==> config.mk <==
export PLATFORM = sky130hd
export DESIGN_NAME = ico_xor_and_mask_encoder
export DESIGN_NICKNAME = d
export VERILOG_FILES = /design/src/icoe_pkg.sv /design/src/icoe_front.sv /design/src/icoe_queue.sv /design/src/icoe_back.sv /design/src/ico_xor_and_mask_encoder.sv
export SDC_FILE = /design/constraint.sdc
export NUM_CORES = 1
export LEC_CHECK = 0
export BUFFER_PORTS_ARGS = -buffer_cell sky130_fd_sc_hd__clkbuf_2
export CELL_PAD_IN_SITES_DETAIL_PLACEMENT = 0
export CELL_PAD_IN_SITES_GLOBAL_PLACEMENT = 1
export CORE_UTILIZATION = 25
export CTS_BUF_LIST = sky130_fd_sc_hd__clkbuf_8
export DETAILED_ROUTE_END_ITERATION = 12
export GPL_TIMING_DRIVEN = 1
export HOLD_SLACK_MARGIN = 0.08
export PLACE_DENSITY_LB_ADDON = 0.1
export SETUP_SLACK_MARGIN = 0.15
export SLEW_MARGIN = 40
export SYNTH_ARGS = -nofsm -noshare
export SYNTH_HDL_FRONTEND = slang
export SYNTH_SLANG_ARGS = --single-unit
==> constraint.sdc <==
create_clock -name clock -period 6.8 [get_ports clock]
set_input_delay 0.68 -clock clock [delete_from_list [all_inputs] [get_ports clock]]
set_output_delay 0.68 -clock clock [all_outputs]
set_load 0.005 [all_outputs]
==> src/icoe_pkg.sv <==
// Shared constants, register indexes and the queue entry type of the ICO plane encoder.
package icoe_pkg;

   localparam int MAX_DIMENSION = 256;
   localparam int DIM_W         = 9;
   localparam int COUNT_W       = $clog2(MAX_DIMENSION);
   localparam int CSR_INDEX_W   = 2;

   localparam logic [CSR_INDEX_W-1:0] REG_IMAGE_WIDTH  = 2'd0;
   localparam logic [CSR_INDEX_W-1:0] REG_IMAGE_HEIGHT = 2'd1;
   localparam logic [CSR_INDEX_W-1:0] REG_PIXEL_FORMAT = 2'd2;

   localparam logic [DIM_W-1:0] RESET_WIDTH  = 9'd16;
   localparam logic [DIM_W-1:0] RESET_HEIGHT = 9'd16;

   localparam logic FORMAT_24BPP = 1'b0;
   localparam logic FORMAT_32BPP = 1'b1;

   localparam logic PLANE_XOR = 1'b0;
   localparam logic PLANE_AND = 1'b1;

   localparam logic [7:0] FULL_ALPHA = 8'hFF;
   localparam logic [7:0] ZERO_BYTE  = 8'h00;
   localparam logic [2:0] MASK_TOP   = 3'd7;

   localparam int QUEUE_DEPTH = 2;
   localparam int QUEUE_PTR_W = (QUEUE_DEPTH > 1) ? $clog2(QUEUE_DEPTH) : 1;
   localparam int QUEUE_CNT_W = $clog2(QUEUE_DEPTH + 1);

   // One classified pixel, as handed from the front to the back.
   typedef struct packed {
      logic        fmt;
      logic [7:0]  alpha;
      logic [7:0]  red;
      logic [7:0]  green;
      logic [7:0]  blue;
      logic [15:0] prod_red;
      logic [15:0] prod_green;
      logic [15:0] prod_blue;
      logic        row_done;
      logic        img_done;
      logic [1:0]  xor_pad;
      logic        and_emit;
      logic [7:0]  and_byte;
      logic [1:0]  and_pad;
   } icoe_entry_type;

endpackage

==> src/icoe_front.sv <==
// Front end: configuration registers, row and mask counters, pixel classification.
module icoe_front
   import icoe_pkg::*;
(
   input  logic                   clock,
   input  logic                   reset,
   input  logic                   csr_write_enable,
   input  logic [CSR_INDEX_W-1:0] csr_index,
   input  logic [DIM_W-1:0]       csr_write_data,
   input  logic                   accept,
   input  logic [7:0]             alpha,
   input  logic [7:0]             red,
   input  logic [7:0]             green,
   input  logic [7:0]             blue,
   input  logic                   mask_set,
   output icoe_entry_type         entry
);

   logic [DIM_W-1:0]   width_ff, width_in;
   logic [DIM_W-1:0]   height_ff, height_in;
   logic               format_ff, format_in;
   logic [COUNT_W-1:0] column_ff, column_in;
   logic [COUNT_W-1:0] row_ff, row_in;
   logic [7:0]         mask_acc_ff, mask_acc_in;
   logic [2:0]         mask_cnt_ff, mask_cnt_in;

   logic [DIM_W-1:0] w_eff, h_eff;
   logic [DIM_W:0]   and_bytes;
   logic [7:0]       acc_merged;
   logic             row_done, img_done, and_emit;

   always_comb begin
      if (width_ff == '0) begin
         w_eff = DIM_W'(1);
      end else if (width_ff > DIM_W'(MAX_DIMENSION)) begin
         w_eff = DIM_W'(MAX_DIMENSION);
      end else begin
         w_eff = width_ff;
      end
      if (height_ff == '0) begin
         h_eff = DIM_W'(1);
      end else if (height_ff > DIM_W'(MAX_DIMENSION)) begin
         h_eff = DIM_W'(MAX_DIMENSION);
      end else begin
         h_eff = height_ff;
      end
   end

   assign row_done   = DIM_W'(column_ff) >= (w_eff - DIM_W'(1));
   assign img_done   = row_done && (DIM_W'(row_ff) >= (h_eff - DIM_W'(1)));
   assign acc_merged = mask_acc_ff | (8'(mask_set) << (MASK_TOP - mask_cnt_ff));
   assign and_emit   = (mask_cnt_ff == MASK_TOP) || row_done;
   // Mask bytes per row, rounded up; padding brings it to a multiple of four.
   assign and_bytes  = ((DIM_W+1)'(w_eff) + (DIM_W+1)'(7)) >> 3;

   always_comb begin
      entry.fmt        = format_ff;
      entry.alpha      = alpha;
      entry.red        = red;
      entry.green      = green;
      entry.blue       = blue;
      entry.prod_red   = 16'(alpha) * 16'(red);
      entry.prod_green = 16'(alpha) * 16'(green);
      entry.prod_blue  = 16'(alpha) * 16'(blue);
      entry.row_done   = row_done;
      entry.img_done   = img_done;
      // At three bytes a pixel the row padding equals the width modulo four.
      entry.xor_pad    = (format_ff == FORMAT_32BPP) ? 2'd0 : w_eff[1:0];
      entry.and_emit   = and_emit;
      entry.and_byte   = acc_merged;
      entry.and_pad    = 2'd0 - and_bytes[1:0];
   end

   always_comb begin
      width_in    = width_ff;
      height_in   = height_ff;
      format_in   = format_ff;
      column_in   = column_ff;
      row_in      = row_ff;
      mask_acc_in = mask_acc_ff;
      mask_cnt_in = mask_cnt_ff;
      if (csr_write_enable) begin
         case (csr_index)
            REG_IMAGE_WIDTH:  width_in  = csr_write_data;
            REG_IMAGE_HEIGHT: height_in = csr_write_data;
            REG_PIXEL_FORMAT: format_in = csr_write_data[0];
            default: ;
         endcase
      end
      if (accept) begin
         if (and_emit) begin
            mask_acc_in = '0;
            mask_cnt_in = '0;
         end else begin
            mask_acc_in = acc_merged;
            mask_cnt_in = mask_cnt_ff + 3'd1;
         end
         if (row_done) begin
            column_in = '0;
            row_in    = img_done ? '0 : row_ff + COUNT_W'(1);
         end else begin
            column_in = column_ff + COUNT_W'(1);
         end
      end
   end

   always_ff @(posedge clock) begin
      if (reset) begin
         width_ff    <= RESET_WIDTH;
         height_ff   <= RESET_HEIGHT;
         format_ff   <= FORMAT_24BPP;
         column_ff   <= '0;
         row_ff      <= '0;
         mask_acc_ff <= '0;
         mask_cnt_ff <= '0;
      end else begin
         width_ff    <= width_in;
         height_ff   <= height_in;
         format_ff   <= format_in;
         column_ff   <= column_in;
         row_ff      <= row_in;
         mask_acc_ff <= mask_acc_in;
         mask_cnt_ff <= mask_cnt_in;
      end
   end

endmodule

==> src/icoe_queue.sv <==
// Short first-in first-out queue of classified pixels between front and back.
module icoe_queue
   import icoe_pkg::*;
(
   input  logic           clock,
   input  logic           reset,
   input  logic           push,
   input  icoe_entry_type push_entry,
   output logic           full,
   input  logic           pop,
   output logic           empty,
   output icoe_entry_type head
);

   icoe_entry_type         mem_ff [QUEUE_DEPTH];
   logic [QUEUE_PTR_W-1:0] wr_ptr_ff, wr_ptr_in;
   logic [QUEUE_PTR_W-1:0] rd_ptr_ff, rd_ptr_in;
   logic [QUEUE_CNT_W-1:0] count_ff, count_in;
   logic                   do_push, do_pop;

   assign full    = count_ff == QUEUE_CNT_W'(QUEUE_DEPTH);
   assign empty   = count_ff == '0;
   assign do_push = push && !full;
   assign do_pop  = pop && !empty;
   assign head    = mem_ff[rd_ptr_ff];

   always_comb begin
      wr_ptr_in = wr_ptr_ff;
      rd_ptr_in = rd_ptr_ff;
      count_in  = count_ff;
      if (do_push) begin
         wr_ptr_in = (wr_ptr_ff == QUEUE_PTR_W'(QUEUE_DEPTH - 1)) ? '0
                                                                  : wr_ptr_ff + QUEUE_PTR_W'(1);
      end
      if (do_pop) begin
         rd_ptr_in = (rd_ptr_ff == QUEUE_PTR_W'(QUEUE_DEPTH - 1)) ? '0
                                                                  : rd_ptr_ff + QUEUE_PTR_W'(1);
      end
      if (do_push && !do_pop) begin
         count_in = count_ff + QUEUE_CNT_W'(1);
      end else if (do_pop && !do_push) begin
         count_in = count_ff - QUEUE_CNT_W'(1);
      end
   end

   always_ff @(posedge clock) begin
      if (do_push) begin
         mem_ff[wr_ptr_ff] <= push_entry;
      end
   end

   always_ff @(posedge clock) begin
      if (reset) begin
         wr_ptr_ff <= '0;
         rd_ptr_ff <= '0;
         count_ff  <= '0;
      end else begin
         wr_ptr_ff <= wr_ptr_in;
         rd_ptr_ff <= rd_ptr_in;
         count_ff  <= count_in;
      end
   end

   a_count_bound: assert property (@(posedge clock) disable iff (reset)
      count_ff <= QUEUE_CNT_W'(QUEUE_DEPTH))
      else $error("queue count exceeds its depth");

   a_empty_ptrs: assert property (@(posedge clock) disable iff (reset)
      empty |-> (rd_ptr_ff == wr_ptr_ff))
      else $error("empty queue with unequal pointers");

endmodule

==> src/icoe_back.sv <==
// Back end: walks each classified pixel byte by byte into the result register.
module icoe_back
   import icoe_pkg::*;
(
   input  logic           clock,
   input  logic           reset,
   input  logic           q_empty,
   input  icoe_entry_type entry,
   output logic           q_pop,
   input  logic           rsp_pop,
   output logic           rsp_empty,
   output logic [7:0]     rsp_data_byte,
   output logic           rsp_plane,
   output logic           rsp_row_end,
   output logic           rsp_image_end,
   output logic           rsp_last
);

   localparam logic [1:0] PH_XOR_COLOR = 2'd0;
   localparam logic [1:0] PH_XOR_PAD   = 2'd1;
   localparam logic [1:0] PH_AND_BYTE  = 2'd2;
   localparam logic [1:0] PH_AND_PAD   = 2'd3;

   logic [1:0] phase_ff, phase_in;
   logic [1:0] step_ff, step_in;
   logic       out_valid_ff, out_valid_in;
   logic [7:0] data_ff, data_in;
   logic       plane_ff, plane_in;
   logic       row_end_ff, row_end_in;
   logic       image_end_ff, image_end_in;
   logic       last_ff, last_in;

   logic        advance, phase_end, entry_end, has_xpad, has_apad;
   logic [7:0]  chan;
   logic [15:0] prod;
   logic [16:0] quot_sum;
   logic [7:0]  blended, color_byte, cur_byte;
   logic        cur_row_end;

   assign advance  = !q_empty && (!out_valid_ff || rsp_pop);
   assign has_xpad = entry.row_done && (entry.xor_pad != 2'd0);
   assign has_apad = entry.row_done && (entry.and_pad != 2'd0);

   always_comb begin
      case (step_ff)
         2'd0:    begin chan = entry.blue;  prod = entry.prod_blue;  end
         2'd1:    begin chan = entry.green; prod = entry.prod_green; end
         2'd2:    begin chan = entry.red;   prod = entry.prod_red;   end
         default: begin chan = entry.alpha; prod = '0;               end
      endcase
   end

   // Exact division by 255 for products of two bytes.
   assign quot_sum = 17'(prod) + 17'(prod >> 8) + 17'd1;
   assign blended  = FULL_ALPHA - entry.alpha + quot_sum[15:8];

   always_comb begin
      if (entry.fmt == FORMAT_32BPP || entry.alpha == FULL_ALPHA) begin
         color_byte = chan;
      end else if (entry.alpha == ZERO_BYTE) begin
         color_byte = ZERO_BYTE;
      end else begin
         color_byte = blended;
      end
   end

   always_comb begin
      cur_byte    = ZERO_BYTE;
      phase_end   = 1'b0;
      entry_end   = 1'b0;
      cur_row_end = 1'b0;
      case (phase_ff)
         PH_XOR_COLOR: begin
            cur_byte    = color_byte;
            phase_end   = step_ff == ((entry.fmt == FORMAT_32BPP) ? 2'd3 : 2'd2);
            entry_end   = phase_end && !has_xpad && !entry.and_emit;
            cur_row_end = phase_end && entry.row_done && !has_xpad;
         end
         PH_XOR_PAD: begin
            phase_end   = step_ff == (entry.xor_pad - 2'd1);
            cur_row_end = phase_end;
         end
         PH_AND_BYTE: begin
            cur_byte    = entry.and_byte;
            phase_end   = 1'b1;
            entry_end   = !has_apad;
            cur_row_end = entry.row_done && !has_apad;
         end
         PH_AND_PAD: begin
            phase_end   = step_ff == (entry.and_pad - 2'd1);
            entry_end   = phase_end;
            cur_row_end = phase_end;
         end
         default: ;
      endcase
   end

   always_comb begin
      phase_in     = phase_ff;
      step_in      = step_ff;
      out_valid_in = out_valid_ff;
      data_in      = data_ff;
      plane_in     = plane_ff;
      row_end_in   = row_end_ff;
      image_end_in = image_end_ff;
      last_in      = last_ff;
      if (rsp_pop) begin
         out_valid_in = 1'b0;
      end
      if (advance) begin
         out_valid_in = 1'b1;
         data_in      = cur_byte;
         plane_in     = (phase_ff == PH_AND_BYTE || phase_ff == PH_AND_PAD) ? PLANE_AND
                                                                            : PLANE_XOR;
         row_end_in   = cur_row_end;
         image_end_in = entry_end && entry.img_done;
         last_in      = entry_end;
         if (entry_end) begin
            phase_in = PH_XOR_COLOR;
            step_in  = 2'd0;
         end else if (phase_end) begin
            step_in = 2'd0;
            case (phase_ff)
               PH_XOR_COLOR: phase_in = has_xpad ? PH_XOR_PAD : PH_AND_BYTE;
               PH_XOR_PAD:   phase_in = PH_AND_BYTE;
               PH_AND_BYTE:  phase_in = PH_AND_PAD;
               default:      phase_in = PH_XOR_COLOR;
            endcase
         end else begin
            step_in = step_ff + 2'd1;
         end
      end
   end

   assign q_pop         = advance && entry_end;
   assign rsp_empty     = !out_valid_ff;
   assign rsp_data_byte = data_ff;
   assign rsp_plane     = plane_ff;
   assign rsp_row_end   = row_end_ff;
   assign rsp_image_end = image_end_ff;
   assign rsp_last      = last_ff;

   always_ff @(posedge clock) begin
      data_ff      <= data_in;
      plane_ff     <= plane_in;
      row_end_ff   <= row_end_in;
      image_end_ff <= image_end_in;
      last_ff      <= last_in;
   end

   always_ff @(posedge clock) begin
      if (reset) begin
         phase_ff     <= PH_XOR_COLOR;
         step_ff      <= 2'd0;
         out_valid_ff <= 1'b0;
      end else begin
         phase_ff     <= phase_in;
         step_ff      <= step_in;
         out_valid_ff <= out_valid_in;
      end
   end

   a_mid_entry_present: assert property (@(posedge clock) disable iff (reset)
      (phase_ff != PH_XOR_COLOR || step_ff != 2'd0) |-> !q_empty)
      else $error("sequencer is inside a pixel but the queue is empty");

   a_pad_needs_row_end: assert property (@(posedge clock) disable iff (reset)
      (phase_ff == PH_XOR_PAD || phase_ff == PH_AND_PAD) |-> entry.row_done)
      else $error("row padding for a pixel that does not end its row");

   a_alpha_byte_fmt: assert property (@(posedge clock) disable iff (reset)
      (phase_ff == PH_XOR_COLOR && step_ff == 2'd3) |-> (entry.fmt == FORMAT_32BPP))
      else $error("alpha byte sent at three bytes per pixel");

   a_image_end_last: assert property (@(posedge clock) disable iff (reset)
      (out_valid_ff && image_end_ff) |-> (last_ff && row_end_ff && plane_ff == PLANE_AND))
      else $error("image end flag off the final byte of a row");

endmodule

==> src/ico_xor_and_mask_encoder.sv <==
// Top level of the ICO XOR and AND plane encoder.
//
// Pixels enter on the req_ channel: a transaction is taken when req_push is high
// and req_full is low. Each pixel carries alpha, red, green, blue and its mask bit,
// in bottom-up row order, left to right. Encoded bytes leave on the rsp_ channel:
// the oldest byte is valid while rsp_empty is low and is taken when rsp_pop is high.
// Each byte is tagged with its plane, row end, image end and last-of-pixel flags.
// The user writes image width, height and XOR depth via the csr_ port while idle.
//
// An accepted pixel is queued, and its bytes are loaded from the queue head into a
// single result register. The back end sends one byte per cycle while the receiver
// keeps taking them; a pixel gives 3 bytes at 24 bits per pixel or 4 at 32, plus
// one per AND byte and one per padding byte at a row end. The front keeps accepting
// while a two-entry queue has room. Reset restores width 16, height 16, 24 bits per
// pixel, clears all counters and empties the queue and the result register. When
// the receiver stalls the result byte holds, the queue fills, and req_full rises
// until bytes are taken again. Keeping csr_ writes to idle is left to the user.
module ico_xor_and_mask_encoder
   import icoe_pkg::*;
(
   input  logic                   clock,
   input  logic                   reset,
   input  logic                   csr_write_enable,
   input  logic [CSR_INDEX_W-1:0] csr_index,
   input  logic [DIM_W-1:0]       csr_write_data,
   input  logic                   req_push,
   output logic                   req_full,
   input  logic [7:0]             req_alpha,
   input  logic [7:0]             req_red,
   input  logic [7:0]             req_green,
   input  logic [7:0]             req_blue,
   input  logic                   req_mask_set,
   output logic                   rsp_empty,
   input  logic                   rsp_pop,
   output logic [7:0]             rsp_data_byte,
   output logic                   rsp_plane,
   output logic                   rsp_row_end,
   output logic                   rsp_image_end,
   output logic                   rsp_last
);

   icoe_entry_type front_entry, head_entry;
   logic           accept, q_full, q_empty, q_pop;

   assign accept   = req_push && !q_full;
   assign req_full = q_full;

   icoe_front u_front (
      .clock            (clock),
      .reset            (reset),
      .csr_write_enable (csr_write_enable),
      .csr_index        (csr_index),
      .csr_write_data   (csr_write_data),
      .accept           (accept),
      .alpha            (req_alpha),
      .red              (req_red),
      .green            (req_green),
      .blue             (req_blue),
      .mask_set         (req_mask_set),
      .entry            (front_entry)
   );

   icoe_queue u_queue (
      .clock      (clock),
      .reset      (reset),
      .push       (accept),
      .push_entry (front_entry),
      .full       (q_full),
      .pop        (q_pop),
      .empty      (q_empty),
      .head       (head_entry)
   );

   icoe_back u_back (
      .clock         (clock),
      .reset         (reset),
      .q_empty       (q_empty),
      .entry         (head_entry),
      .q_pop         (q_pop),
      .rsp_pop       (rsp_pop),
      .rsp_empty     (rsp_empty),
      .rsp_data_byte (rsp_data_byte),
      .rsp_plane     (rsp_plane),
      .rsp_row_end   (rsp_row_end),
      .rsp_image_end (rsp_image_end),
      .rsp_last      (rsp_last)
   );

endmodule
### Word level (Yosys, flattened, before mapping)

Memories as Yosys holds them, arrays and structs flattened. A register that Yosys moved wholly into a read port is not among the register bits.
Cells that the tools add are included.

* add/subtract/negate cells: 19
* multiply operators: 3
* div/mod/pow operators: 0
* $lt $le $gt $ge: 4
* eq/ne operators: 13
* shift operators: 1
* mux-type cells: 35
* bitwise operators: 1
* reductions and logical operators: 45

Operator list (count)
* $mul 8x8->16: 3
* $pmux 16 s3: 1
* $mux 8: 5
* $mux 9: 4
* $pmux 8 s3: 1
* $ge 8x9->1: 2
* $gt 9x9->1 const B: 2
* $logic_not 9->1: 2
* $sub 9x1->9 const B: 2
* $add 16x1->16 const B: 1
* $add 16x8->16: 1
* $add 8x1->8 const B: 2
* $logic_and 1x1->1: 16
* $mux 2: 8
* $pmux 8 s2: 1
* $eq 2x2->1 const B: 5
* $mux 1: 10
* $reduce_and 2->1: 5
* $reduce_bool 2->1: 5
* $add 8x8->8: 1
* $eq 8x8->1 const B: 1
* $logic_not 1->1: 8
* $logic_not 2->1: 4
* $logic_not 8->1: 1
* 18 further kinds: 30

* bits in registers: 67
* latch bits: 0
* memory bits (writable): 192
* ROM bits: 0
* bits of input ports: 49
* memories: 1

Memories
* u_queue.mem_ff: depth 2, width 96, rd ports 1, clocked after memory_dff 1, write ports 1, RTL line icoe_queue.sv:15 `icoe_entry_type mem_ff [QUEUE_DEPTH];`

### Logic depth before layout (Yosys ltp)

Gate-level depths: netlist of the first run.

* word-level depth: 11
* depth in mapped cells: 25
* mapped depth without buffers: 22

### By module

From an unflattened synthesis of the first run, not the netlist that was laid out.

* cell total of the unflattened synthesis: 1669
* area, all modules: 18652.9 um^2

By module, submodules not included
* icoe_front: instances 1, cells each 1090, area each 9285.2 um^2
* icoe_queue: instances 1, cells each 324, area each 7307.0 um^2
* icoe_back: instances 1, cells each 254, area each 2047.0 um^2
* ico_xor_and_mask_encoder: instances 1, cells each 1, area each 13.8 um^2

### Worst setup path after synthesis of the first run

Ideal clock, no wire load.

* path kind: input-to-reg
* start point: input port req_push
* end point: memory u_queue.mem_ff[0][0] (netlist bit), enable pin
* arrival: 5062 ps
* path slack: 1186 ps
* stages on the path: 3
* cells stage by stage: nand2_1 > clkbuf_1 > nor2_1

* longest elaborated chain between the ends: 4

RTL lines
* start, declared: RTL line ico_xor_and_mask_encoder.sv:26 `input logic req_push,`
* $logic_and 1x1->1: RTL line ico_xor_and_mask_encoder.sv:45 `assign accept = req_push && !q_full;`
* $logic_and 1x1->1: RTL line icoe_queue.sv:23 `assign do_push = push && !full;`
* $mux 1: RTL line icoe_queue.sv:47 `if (do_push) begin`
* $mux 1 (not written as such): RTL line icoe_queue.sv:48 `mem_ff[wr_ptr_ff] <= push_entry;`
* end, declared: RTL line icoe_queue.sv:15

Every way passes these cells.

### Worst setup path in the final report of the first run

* start point: register u_back.step_ff[1]
* end point: register u_back.data_ff[7], in the netlist u_back.rsp_data_byte[7], data pin

* longest elaborated chain between the ends: 8
* elaborated cells on any way between the ends: 11

RTL lines
* start, declared: RTL line icoe_back.sv:25 `logic [1:0] step_ff, step_in;`
* start signal, assigned: RTL line icoe_back.sv:158 `step_ff <= step_in;`
* $eq 2x2->1 (tied with other cells): RTL line icoe_back.sv:45 `case (step_ff)`
* $pmux 16 s3: RTL line icoe_back.sv:45
* $add 16x8->16: RTL line icoe_back.sv:54 `assign quot_sum = 17'(prod) + 17'(prod >> 8) + 17'd1;`
* $add 16x1->16: RTL line icoe_back.sv:54
* $add 8x8->8: RTL line icoe_back.sv:55 `assign blended = FULL_ALPHA - entry.alpha + quot_sum[15:8];`
* $mux 8: RTL line icoe_back.sv:60 `end else if (entry.alpha == ZERO_BYTE) begin`
* $mux 8 (*): RTL line icoe_back.sv:58 `if (entry.fmt == FORMAT_32BPP || entry.alpha == FULL_ALPHA) begin`
* $pmux 8 s2 (*): RTL line icoe_back.sv:72 `case (phase_ff)`
* named net u_back.cur_byte[7]: RTL line icoe_back.sv:37 `logic [7:0] blended, color_byte, cur_byte;`
* end signal, assigned: RTL line icoe_back.sv:144 `data_ff <= data_in;`
* end, declared: RTL line icoe_back.sv:27 `logic [7:0] data_ff, data_in;`

Mark *: on every way through the listed nets, which the timed path passes. The rest lies on a longest branch.
A chain may end at the register's enable or synchronous reset.

==> flow_summary.yaml, run 1 <==
status:
  status: "finished clean"
layout:
  ff_latch_area_um2: 7251
  final_util: 0.2875
  syn_to_final_growth_pct: 13.15
  fillCellCount: 7294
  multi_input_area_um2: 9837
  layout-drive-gt1-share: 0.1073
  final_area_um2: 20270
  fin_nets: 2028
sta:
  hold_violations: 0
  tightest_slew_ns: 0.7994
  setup_viol: 0
  maxSlewViolCount: 0
  rsz0062_at_grt: "no"
  max-slew-margin-rel: 0.4671
  finalSetupTns_ns: 0
  fin_crit_ns: 5.676
  fin_skew_ns: 0.03741
  final.period_utilization: 0.8347
  fin_hold_ws_ns: 0.2964
  max_freq_ghz: 0.1762
power:
  peakVddDrop_mv: 0.1162
  p_leak_nw: 8.529
  power_density_nw_per_um2: 337.2
floorplanning:
  die_area_um2: 72730
  row_count: 97
  core-area_um2: 70510
  start_util: 0.2540
  die_h_um: 269.7
  io-pin-count: 63
  die-width_um: 269.7
grt:
  antenna_found_initial: 1
  grt_pass1_wl_um: 81760
  grt_use_total: 0.1461
  grt_pass1_vias: 13260
  overflow: 0
  grt_max_degree: 60
synthesis:
  synth.top_cell.area_share: 0.3420
  synth-simple-area-share: 0.1385
  async_flop_share: 0
  synth_fa_ha_area_frac: 0.2301
  ys.flop_type: "edfxtp_1"
  synth_compound_area_frac: 0.1157
  synth_largest_area_cell: "edfxtp_1"
  yosys.area_share.xor_xnor: 0.02640
  synth_cells: 1646
  synthMuxAreaShare: 0.03423
  synth_top_family_by_area: "adder cells"
  synthesis.nets: 1959
  syn_avg_cell_area_um2: 10.88
  ys.warnings.count: 0
  synth-edff-count: 204
  yosys-top-cells-area: "edfxtp_1, fa_1, ha_1, dfxtp_1, and2_1"
  synth_cell_types: 68
  synth-seq-cells: 260
  syn_area_um2: 17910
  yosysSeqAreaShare: 0.4046
drt:
  dr_wl_met3_um: 1662
  drt_iter0_markers: 803
  dr.pass1.iters: 6
  drc_errors: 0
  drtAntennaViolNets: 0
  wl_per_cell_um: 19.33
  dr_wl_met2_um: 22790
  met1Wirelength_um: 26660
  vias_per_cell: 4.627
  top_layer: "met4"
  drt_wl_total_um: 52070
  vias: 12460
clock_network:
  cts_buffers: 49
  cts_htree_levels: 2
  cts.path.max_buffers: 3
  cts_tree: "yes"
  cts.sinks: 260
  clk_latency_ns: 0.65
  hold_buffers: 0
  cts_root_buf: "clkbuf_8"
  cts.reportedPaths.clkPinSlew_ns: 0.06
  post_cts.repair.setup_buffers: 0
  cts_resized: 0
hold_path:
  hold_start: "csr_write_data[4]"
  hold-path-endpoint: "u_front.width_ff[4]"
  holdPathStages: 2
  hold_path_class: "input port to register"
worst_setup_path:
  crit_path_end_kind: "register"
  r2r-start: "u_back.step_ff[1]"
  cp_data_required_time_ns: 7.16
  crit_type: "register to register"
  arrival_ns: 6.04
  crit_fanout: 39
  r2r-end: "u_back.rsp_data_byte[7]"
  worst_r2r_path_depth: 21
  worstSetupStartpointType: "register"
  path_cells: "inv_1, ha_4, buf_4, a222oi_1, mux2i_1, nand2b_1, inv_1, ha_1, nor2b_1, a21bo_2, a31oi_1, a21boi_1, mux2i_1, ha_1, a21o_1, a211oi_1, nor2_1, o41ai_1, xnor2_1, xnor2_1, o21ai_0"
  rrSetupSlack_ns: 1.12
  critical-path-max-stage-delay_ns: 0.57
  slowest_stage: "dfxtp_1"
place:
  place.gp.congestion: 0.7337
  dpl.hpwl_um: 37790
  place_area_um2: 19360
  portBuffers: 62
flow_run:
  drv_cap: 0
==> cells in the mapped netlist, types with 5 or more instances <==
| master | number |
|---|---|
| a211o_1 | 9 |
| a211oi_1 | 14 |
| a21o_1 | 17 |
| a21oi_1 | 59 |
| a221o_1 | 5 |
| a222oi_1 | 43 |
| a22o_1 | 15 |
| a22oi_1 | 6 |
| a31oi_1 | 7 |
| a32oi_1 | 5 |
| and2_1 | 110 |
| and3_1 | 14 |
| buf_1 | 12 |
| buf_2 | 9 |
| clkbuf_1 | 40 |
| dfxtp_1 | 56 |
| edfxtp_1 | 204 |
| fa_1 | 109 |
| ha_1 | 155 |
| inv_1 | 168 |
| mux2_2 | 22 |
| mux2i_1 | 35 |
| nand2_1 | 157 |
| nand2b_1 | 13 |
| nand3_1 | 24 |
| nor2_1 | 88 |
| nor2b_1 | 31 |
| nor3_1 | 19 |
| nor4_1 | 11 |
| o211ai_1 | 6 |
| o21a_1 | 17 |
| o21ai_0 | 32 |
| o311ai_0 | 6 |
| o31a_1 | 6 |
| or2_2 | 6 |
| or4_1 | 5 |
| xnor2_1 | 45 |
| xor2_1 | 9 |
==> worst max path at each step <==
stage,from,end,slack [ns],cells past startpoint
2_1_floorplan,req_push,u_queue.mem_ff[0][0],1.19,3
3_3_place_gp,req_alpha[2],u_queue.mem_ff[0][28],0.70,15
3_5_place_dp,req_alpha[3],u_queue.mem_ff[1][62],0.89,16
4_1_cts,u_back.step_ff[0],u_back.rsp_data_byte[7],1.14,19
5_1_grt,u_back.step_ff[1],u_back.rsp_data_byte[7],0.64,21
6_report,u_back.step_ff[1],u_back.rsp_data_byte[7],1.12,21
==> where the power goes <==
part	internal [W]	switching (W)	leakage (nW)	total, W
sequential	0.00220	0.000121	2.38	0.00232
combinational	0.00124	0.00186	5.60	0.00310
clock	0.000714	0.000703	0.549	0.00142
==> logic make-up after synthesis <==
kind of cell | after synthesis
simple gates | 496
buf+inv | 233
flops | 260
xor+xnor | 54
fa+ha+maj | 264
mux | 58
compound gates | 281
==> routing by layer <==
metal,global-route usage,vias up
li1,-,6004
met1,0.2137,6198
met2,0.2275,211
met3,0.01737,51
met4,0.03559,0
met5,0,-
==> worst max-delay path: cells and delay by family (launching register included) <==
family          cells  cell delay [ns]
buf+inv             3             0.51
flops               1             0.57
fa+ha+maj           3             0.91
simple gates        3             0.42
xor+xnor            2             0.31
mux                 2             0.64
compound gates      8             2.02
==> registers in the layout, summed over array words and instances, names as in the netlist, 2 cells and up, named ones only <==
signal                cells
u_queue.count_ff          2
u_front.mask_cnt_ff       3
u_front.width_ff          9
u_front.column_ff         8
u_front.height_ff         9
u_front.mask_acc_ff       8
u_front.row_ff            8
u_back.rsp_data_byte      8
u_queue.mem_ff          192
u_back.step_ff            2
u_back.phase_ff           2
==> through the flow <==
step	std cells	power [W]	setup WS (ns)
after floorplan	1646	0.004441	1.186
after global placement	2601	0.005482	0.6971
after detailed placement	2604	0.005497	0.8877
after CTS	2692	0.006981	1.138
after global routing	2693	0.007405	0.6446
final	2694	0.006835	1.124
==> cell usage in the layout, fill, tap and decap left out, types with 19 or more instances in the layout <==
cell type	n
clkbuf_2	62
nand2_1	157
xnor2_1	45
mux2_2	22
nor2b_1	31
fa_1	109
nor3_1	19
ha_1	151
edfxtp_1	204
a222oi_1	43
nand3_1	24
mux2i_1	35
a21oi_1	59
nor2_1	86
inv_1	192
o21ai_0	32
dfxtp_1	55
clkbuf_8	52
and2_1	110
==> final cells by class <==
cell class	count	area share
inverters	169	0.03130
well taps	940	0.05802
diodes	2	0.0002469
clock buffers	52	0.03531
clock inverters	36	0.008951
repair buffers	82	0.02315
flip-flops and latches	260	0.3577
multi-input cells	1153	0.4853
Power figures use the tool's default switching activity.
==> inputs of run 2 (changes only) <==
clock period = 5.7 ns   (was 6.8 ns; I/O delays follow)
==> run 2 against run 1 <==
  * Non-clock buffer count is 31 higher
  * Final area is 1.8% higher
  * Combinational power is 24% higher
  * Global-route usage is 0.27 points higher
  * Flip-flop and latch count stayed put
  * Critical path depth stayed put
  * Sequential share of layout area is 0.62 points lower
  * Maximum frequency is 11% higher
  * Worst hold slack worse by 0.082 ns
  * Die area stayed put
  * Cell count is 1.1% higher
  * Count of clock-buffer cells in the layout is 3 higher
==> flow_summary.yaml, run 2 (same netlist as run 1, synthesis figures left out) <==
drt:
  dr.pass1.iters: 6
  drt_wl_total_um: 52880
  vias: 12460
  wl_per_cell_um: 19.42
  vias_per_cell: 4.575
  drtAntennaViolNets: 0
  drt_iter0_markers: 758
  drc_errors: 0
layout:
  syn_to_final_growth_pct: 15.18
  final_common_cell: "edfxtp_1"
  final_cells: 2723
  regMostFlops: "u_queue.mem_ff"
  largest_reg_flops: 192
  fin_nets: 2058
  layout-drive-gt1-share: 0.1302
  final_cell_mix: "edfxtp_1, inv_1, nand2_1"
  top_regs: "u_queue.mem_ff (192), u_front.height_ff (9), u_front.width_ff (9)"
place:
  portBuffers: 62
  place.gp.congestion: 0.7427
  place_inst: 2635
  dpl.hpwl_um: 39260
worst_setup_path:
  r2r-end: "u_back.rsp_data_byte[7]"
  startpoint: "u_back.step_ff[0]"
  cp_data_required_time_ns: 6.09
  crit_fanout: 13
  crit_type: "register to register"
  arrival_ns: 5.52
  rrSetupSlack_ns: 0.57
  endpoint: "u_back.rsp_data_byte[7]"
  worstSetupStartpointType: "register"
  worst_r2r_path_depth: 21
  crit_path_end_kind: "register"
  r2r-start: "u_back.step_ff[0]"
sta:
  maxSlewViolCount: 0
  max_freq_ghz: 0.1950
  final.period_utilization: 0.8999
  fin_crit_ns: 5.129
  fin_skew_ns: 0.04755
  rsz0062_at_grt: "no"
  setup_viol: 0
  finalSetupTns_ns: 0
  hold_violations: 0
  tightest_slew_ns: 0.7749
  max-slew-margin-rel: 0.4803
power:
  combPwrFrac: 0.455
  peakVddDrop_mv: 0.1686
  p_seq_frac: 0.326
  intPower_w: 0.005245
  p_leak_nw: 8.709
  swShare: 0.3795
  p_switching_w: 0.003208
  pwr-share-clk: 0.219
  power_density_nw_per_um2: 409.7
clock_network:
  cts_root_buf: "clkbuf_8"
  cts_buffers: 48
  hold_buffers: 0
  cts_htree_levels: 2
  cts.sinks: 260
  clk_latency_ns: 0.63
  cts.path.max_buffers: 3
  cts_resized: 0
  cts.reportedPaths.clkPinSlew_ns: 0.06
  cts_tree: "yes"
  post_cts.repair.setup_buffers: 0
flow_run:
  drv_cap: 0
grt:
  grt_max_degree: 60
  grt_use_total: 0.1488
  grt_pass1_wl_um: 82660
  overflow: 0
  antenna_found_initial: 2
  grt_pass1_vias: 13420
floorplanning:
  row_count: 97
  start_util: 0.2540
  die-width_um: 269.7
  io-pin-count: 63
  core-area_um2: 70510
  die_h_um: 269.7
  die_area_um2: 72730
hold_path:
  hold_path_class: "input port to register"
  hold_start: "csr_write_data[4]"
status:
  status: "finished clean"
==> run 2: metal layers <==
metal | GRT usage | up-vias | share of wire | wire (µm)
met5 | 0 | - | 0 | 0
met4 | 0.03873 | 0 | 0.022 | 1146
met3 | 0.01968 | 57 | 0.031 | 1644
met2 | 0.2442 | 187 | 0.46 | 24210
met1 | 0.2051 | 6160 | 0.49 | 25880
li1 | - | 6054 | - | -
==> run 2: layout make-up <==
cell class              instances  area [µm²]
fillers                      7359       49880
multi-input cells            1153        9813
flip-flops and latches        260        7252
well taps                     940        1176
repair buffers                113       768.2
clock buffers                  55       757.0
inverters                     169       634.4
clock inverters                32       229.0
diodes                          1       2.502
==> run 2: metrics by stage <==
stage | worst slack (ns) | hold slack (ns) | area [µm²] | total power (W) | utilization
after floorplan | 0.1960 | 0.4326 | 17910 | 0.005298 | -
after global placement | 0.1731 | 0.4428 | 19600 | 0.006723 | 0.2779
after detailed placement | 0.08411 | 0.4489 | 19620 | 0.006706 | 0.2783
after CTS | 0.4447 | 0.1387 | 20610 | 0.008656 | 0.2923
after global routing | 0.1864 | 0.1774 | 20630 | 0.009164 | 0.2926
final | 0.5706 | 0.2139 | 20630 | 0.008453 | 0.2926
==> run 2: worst min path at each step <==
stage / endpoint / slack, ns / depth (start not counted)
after floorplan: u_front.mask_acc_ff[6] / 0.43 / 2
after global placement: u_front.mask_acc_ff[6] / 0.44 / 2
after detailed placement: u_front.mask_acc_ff[6] / 0.45 / 2
after CTS: u_front.width_ff[4] / 0.14 / 2
after global routing: u_front.width_ff[4] / 0.18 / 2
final: u_front.width_ff[4] / 0.21 / 2
==> run 2: power groups by stage <==
stage / clock (W) / sequential (W) / combinational, W
global route: 0.00200 / 0.00279 / 0.00437
detailed placement: 0 / 0.00280 / 0.00391
floorplan: 0 / 0.00275 / 0.00254
finish: 0.00185 / 0.00275 / 0.00385
CTS: 0.00195 / 0.00276 / 0.00395
global placement: 0 / 0.00280 / 0.00393
==> run 2: critical path, cell delays in order (launching register included) <==
cell and delay (ns):
dfxtp_2 0.37, inv_1 0.10, ha_2 0.38, a222oi_1 0.19, nor2b_1 0.16, a211oi_1 0.67
ha_1 0.39, a21oi_1 0.13, a21bo_2 0.23, a31oi_1 0.15, a21boi_1 0.09, buf_4 0.15
mux2i_1 0.21, ha_1 0.28, a21o_1 0.20, a211oi_1 0.27, nor2_1 0.12, o41ai_2 0.24
xnor2_1 0.17, xnor2_1 0.13, o21ai_0 0.10, buf_4 0.14
==> inputs of run 3 (changes only) <==
SYNTH_HIERARCHICAL = 1   (was not set)
==> run 3 against run 2 <==
  * Clock skew is 0.0099 ns lower
  * Register-to-register slack worse by 0.03 ns
  * Count of clock-buffer cells in the layout is 1 lower
  * Sequential share of layout area is 0.55 points lower
  * Flip-flop and latch count stayed put
  * Cell count is 0.51% higher
  * The run now ends with design-rule violations left
  * First-iteration DRC count is 18% lower
  * Core utilization is 0.68 points lower
  * Die area is 4.1% higher
==> flow_summary.yaml, run 3 <==
status:
  status: "finished, violations left"
  violations: "design-rule violations"
synthesis:
  syn_avg_cell_area_um2: 11.18
  yosys-top-cells-area: "edfxtp_1, fa_1, ha_1, dfxtp_1, and2_1"
  synth_largest_area_cell: "edfxtp_1"
  synth_most_common_cell: "edfxtp_1"
  synth_cell_types: 70
  synth-edff-count: 204
  synth_common_cells: "edfxtp_1, inv_1, and2_1, ha_1, fa_1"
  synth_cells: 1669
  async_flop_share: 0
  syn_area_um2: 18650
  synth-seq-cells: 260
  ys.flop_type: "edfxtp_1"
  synth.top_cell.area_share: 0.3284
  yosysSeqAreaShare: 0.3885
  ys.warnings.count: 6
  synthesis.nets: 1982
clock_network:
  cts.sinks: 260
  cts_root_buf: "clkbuf_8"
  cts_htree_levels: 2
  clk_latency_ns: 0.63
  cts_buffers: 49
  cts.reportedPaths.clkPinSlew_ns: 0.06
  cts_tree: "yes"
  cts.path.max_buffers: 3
  hold_buffers: 0
sta:
  maxSlewViolCount: 0
  fin_skew_ns: 0.03761
  tightest_slew_ns: 0.8756
  max_freq_ghz: 0.1938
  fin_crit_ns: 5.159
  finalSetupTns_ns: 0
  rsz0062_at_grt: "no"
  setup_viol: 0
  final.period_utilization: 0.9052
  max-slew-margin-rel: 0.4163
  hold_violations: 0
  setup_ws_ns: 0.5406
power:
  swShare: 0.3884
  power_density_nw_per_um2: 430.9
  peakVddDrop_mv: 0.1517
  p_seq_frac: 0.330
  intPower_w: 0.005523
  combPwrFrac: 0.475
  p_leak_nw: 8.852
  p_switching_w: 0.003507
  pwr-share-clk: 0.195
layout:
  fin_nets: 2049
  regMostFlops: "u_queue/mem_ff"
  layout-drive-gt1-share: 0.1714
  final_cell_mix: "inv_1, edfxtp_1, and2_1"
  largest_reg_flops: 192
  final_cells: 2737
  final_common_cell: "inv_1"
  top_regs: "u_queue/mem_ff (192), u_front/height_ff (9), u_front/width_ff (9)"
  syn_to_final_growth_pct: 12.36
grt:
  grt_max_degree: 40
  grt_pass1_wl_um: 76570
  grt_use_total: 0.1349
  antenna_found_initial: 1
  overflow: 0
  grt_pass1_vias: 12360
place:
  dp_slack_ns: 0.3175
  place.gp.congestion: 0.7646
  place_inst: 2638
  portBuffers: 62
  dpl.hpwl_um: 37780
drt:
  drt_iter0_markers: 619
  vias_per_cell: 4.353
  drtAntennaViolNets: 0
  wl_per_cell_um: 18.31
  drc_errors: 6
  vias: 11920
  dr.pass1.iters: 12
  drt_wl_total_um: 50110
worst_setup_path:
  crit_path_end_kind: "register"
  slowest_stage: "a222oi_1"
  crit_type: "register to register"
  arrival_ns: 5.47
  crit_fanout: 22
  cp_data_required_time_ns: 6.02
  worstSetupStartpointType: "register"
  critical-path-max-stage-delay_ns: 0.49
  path_cells: "buf_12, mux2_2, a222oi_1, nor2_1, ha_1, nand2_1, a2111oi_1, o21ai_1, a21o_1, or4_4, nor3_4, xor2_1, ha_1, nand3_1, o211ai_1, o21ai_0, nand2b_1, a21oi_1, xnor2_1, o21ai_0"
floorplanning:
  io-pin-count: 63
  die_area_um2: 75710
  row_count: 99
  start_util: 0.2544
  die_h_um: 275.2
  die-width_um: 275.2
  core-area_um2: 73330
flow_run:
  drv_cap: 0
hold_path:
  hold_path_class: "input port to register"
## run 3: cell types whose count changed after synthesis, sizes merged, moves of 13 or more
cell and delta:
mux2 +74, nand2 -69, xor2 +16, a222oi -19, inv +24, buf +34
and2 +59, mux2i -13
## run 3: power by group through the flow
stage,combinational [W],clock [W],sequential [W]
6_report,0.00429,0.00176,0.00298
5_1_grt,0.00484,0.00192,0.00303
4_1_cts,0.00438,0.00185,0.00299
3_5_place_dp,0.00435,0,0.00302
3_3_place_gp,0.00436,0,0.00301
2_1_floorplan,0.00294,0,0.00301
## run 3: cell type report
class                           instances  area, µm²
Antenna cell                            4      10.01
Clock buffer                           54      743.2
Clock inverter                         35      198.9
Fill cell                            7702      52370
Inverter                              192      723.2
Multi-Input combinational cell       1125      10150
Sequential cell                       260       7251
Tap cell                              959       1200
Timing Repair Buffer                  108      681.9
## run 3: final timing paths
| kind | end | slack, ns | cells past startpoint | start |
|---|---|---|---|---|
| worst max-delay path | u_back/rsp_data_byte[7] | 0.54 | 20 | register |
| worst min-delay path | u_front/height_ff[1] | 0.20 | 3 | csr_write_data[1] |
| worst max register to register | u_back/rsp_data_byte[7] | 0.54 | 20 | register |
| worst min register to register | u_front/mask_acc_ff[1] | 0.45 | 2 | u_front/mask_acc_ff[1] |
## run 3: logic make-up after synthesis
logic type      Yosys count  synth area share
xor+xnor                 66           0.03099
mux                     119           0.07841
fa+ha+maj               264            0.2210
flops                   260            0.3885
compound gates          212           0.07962
simple gates            464            0.1327
buf+inv                 284           0.06876
## run 3: through the flow
| step | instance area [µm²] | utilization | hold WS [ns] | total power, W |
|---|---|---|---|---|
| after floorplan | 18650 | - | 0.4261 | 0.005950 |
| after CTS | 20880 | 0.2848 | 0.1380 | 0.009220 |
| after global placement | 19930 | 0.2718 | 0.4350 | 0.007373 |
| after detailed placement | 19940 | 0.2719 | 0.4485 | 0.007369 |
| final | 20960 | 0.2858 | 0.2012 | 0.009030 |
| after global routing | 20950 | 0.2857 | 0.1732 | 0.009789 |
## run 3: worst max-delay path, delay by kind of cell, from the launching register on
kind            cells  cell delay [ns]
flops               1             0.42
xor+xnor            2             0.35
simple gates        6             0.97
mux                 1             0.35
fa+ha+maj           2             0.63
buf+inv             1             0.21
compound gates      8             1.93
## run 3: repair_timing
action	4_1_cts	5_1_grt
endpoints found under the setup margin	0	2
setup buffers	0	5
endpoints found under the hold margin	0	0
gates resized for setup	0	1
## run 3: per-layer routing
| metal | track usage | wire length (µm) | part of all wire |
|---|---|---|---|
| met2 | 0.2238 | 23820 | 0.48 |
| met1 | 0.1818 | 24110 | 0.48 |
| met4 | 0.03649 | 938 | 0.019 |
| met5 | 0 | 0 | 0 |
| met3 | 0.02042 | 1244 | 0.025 |
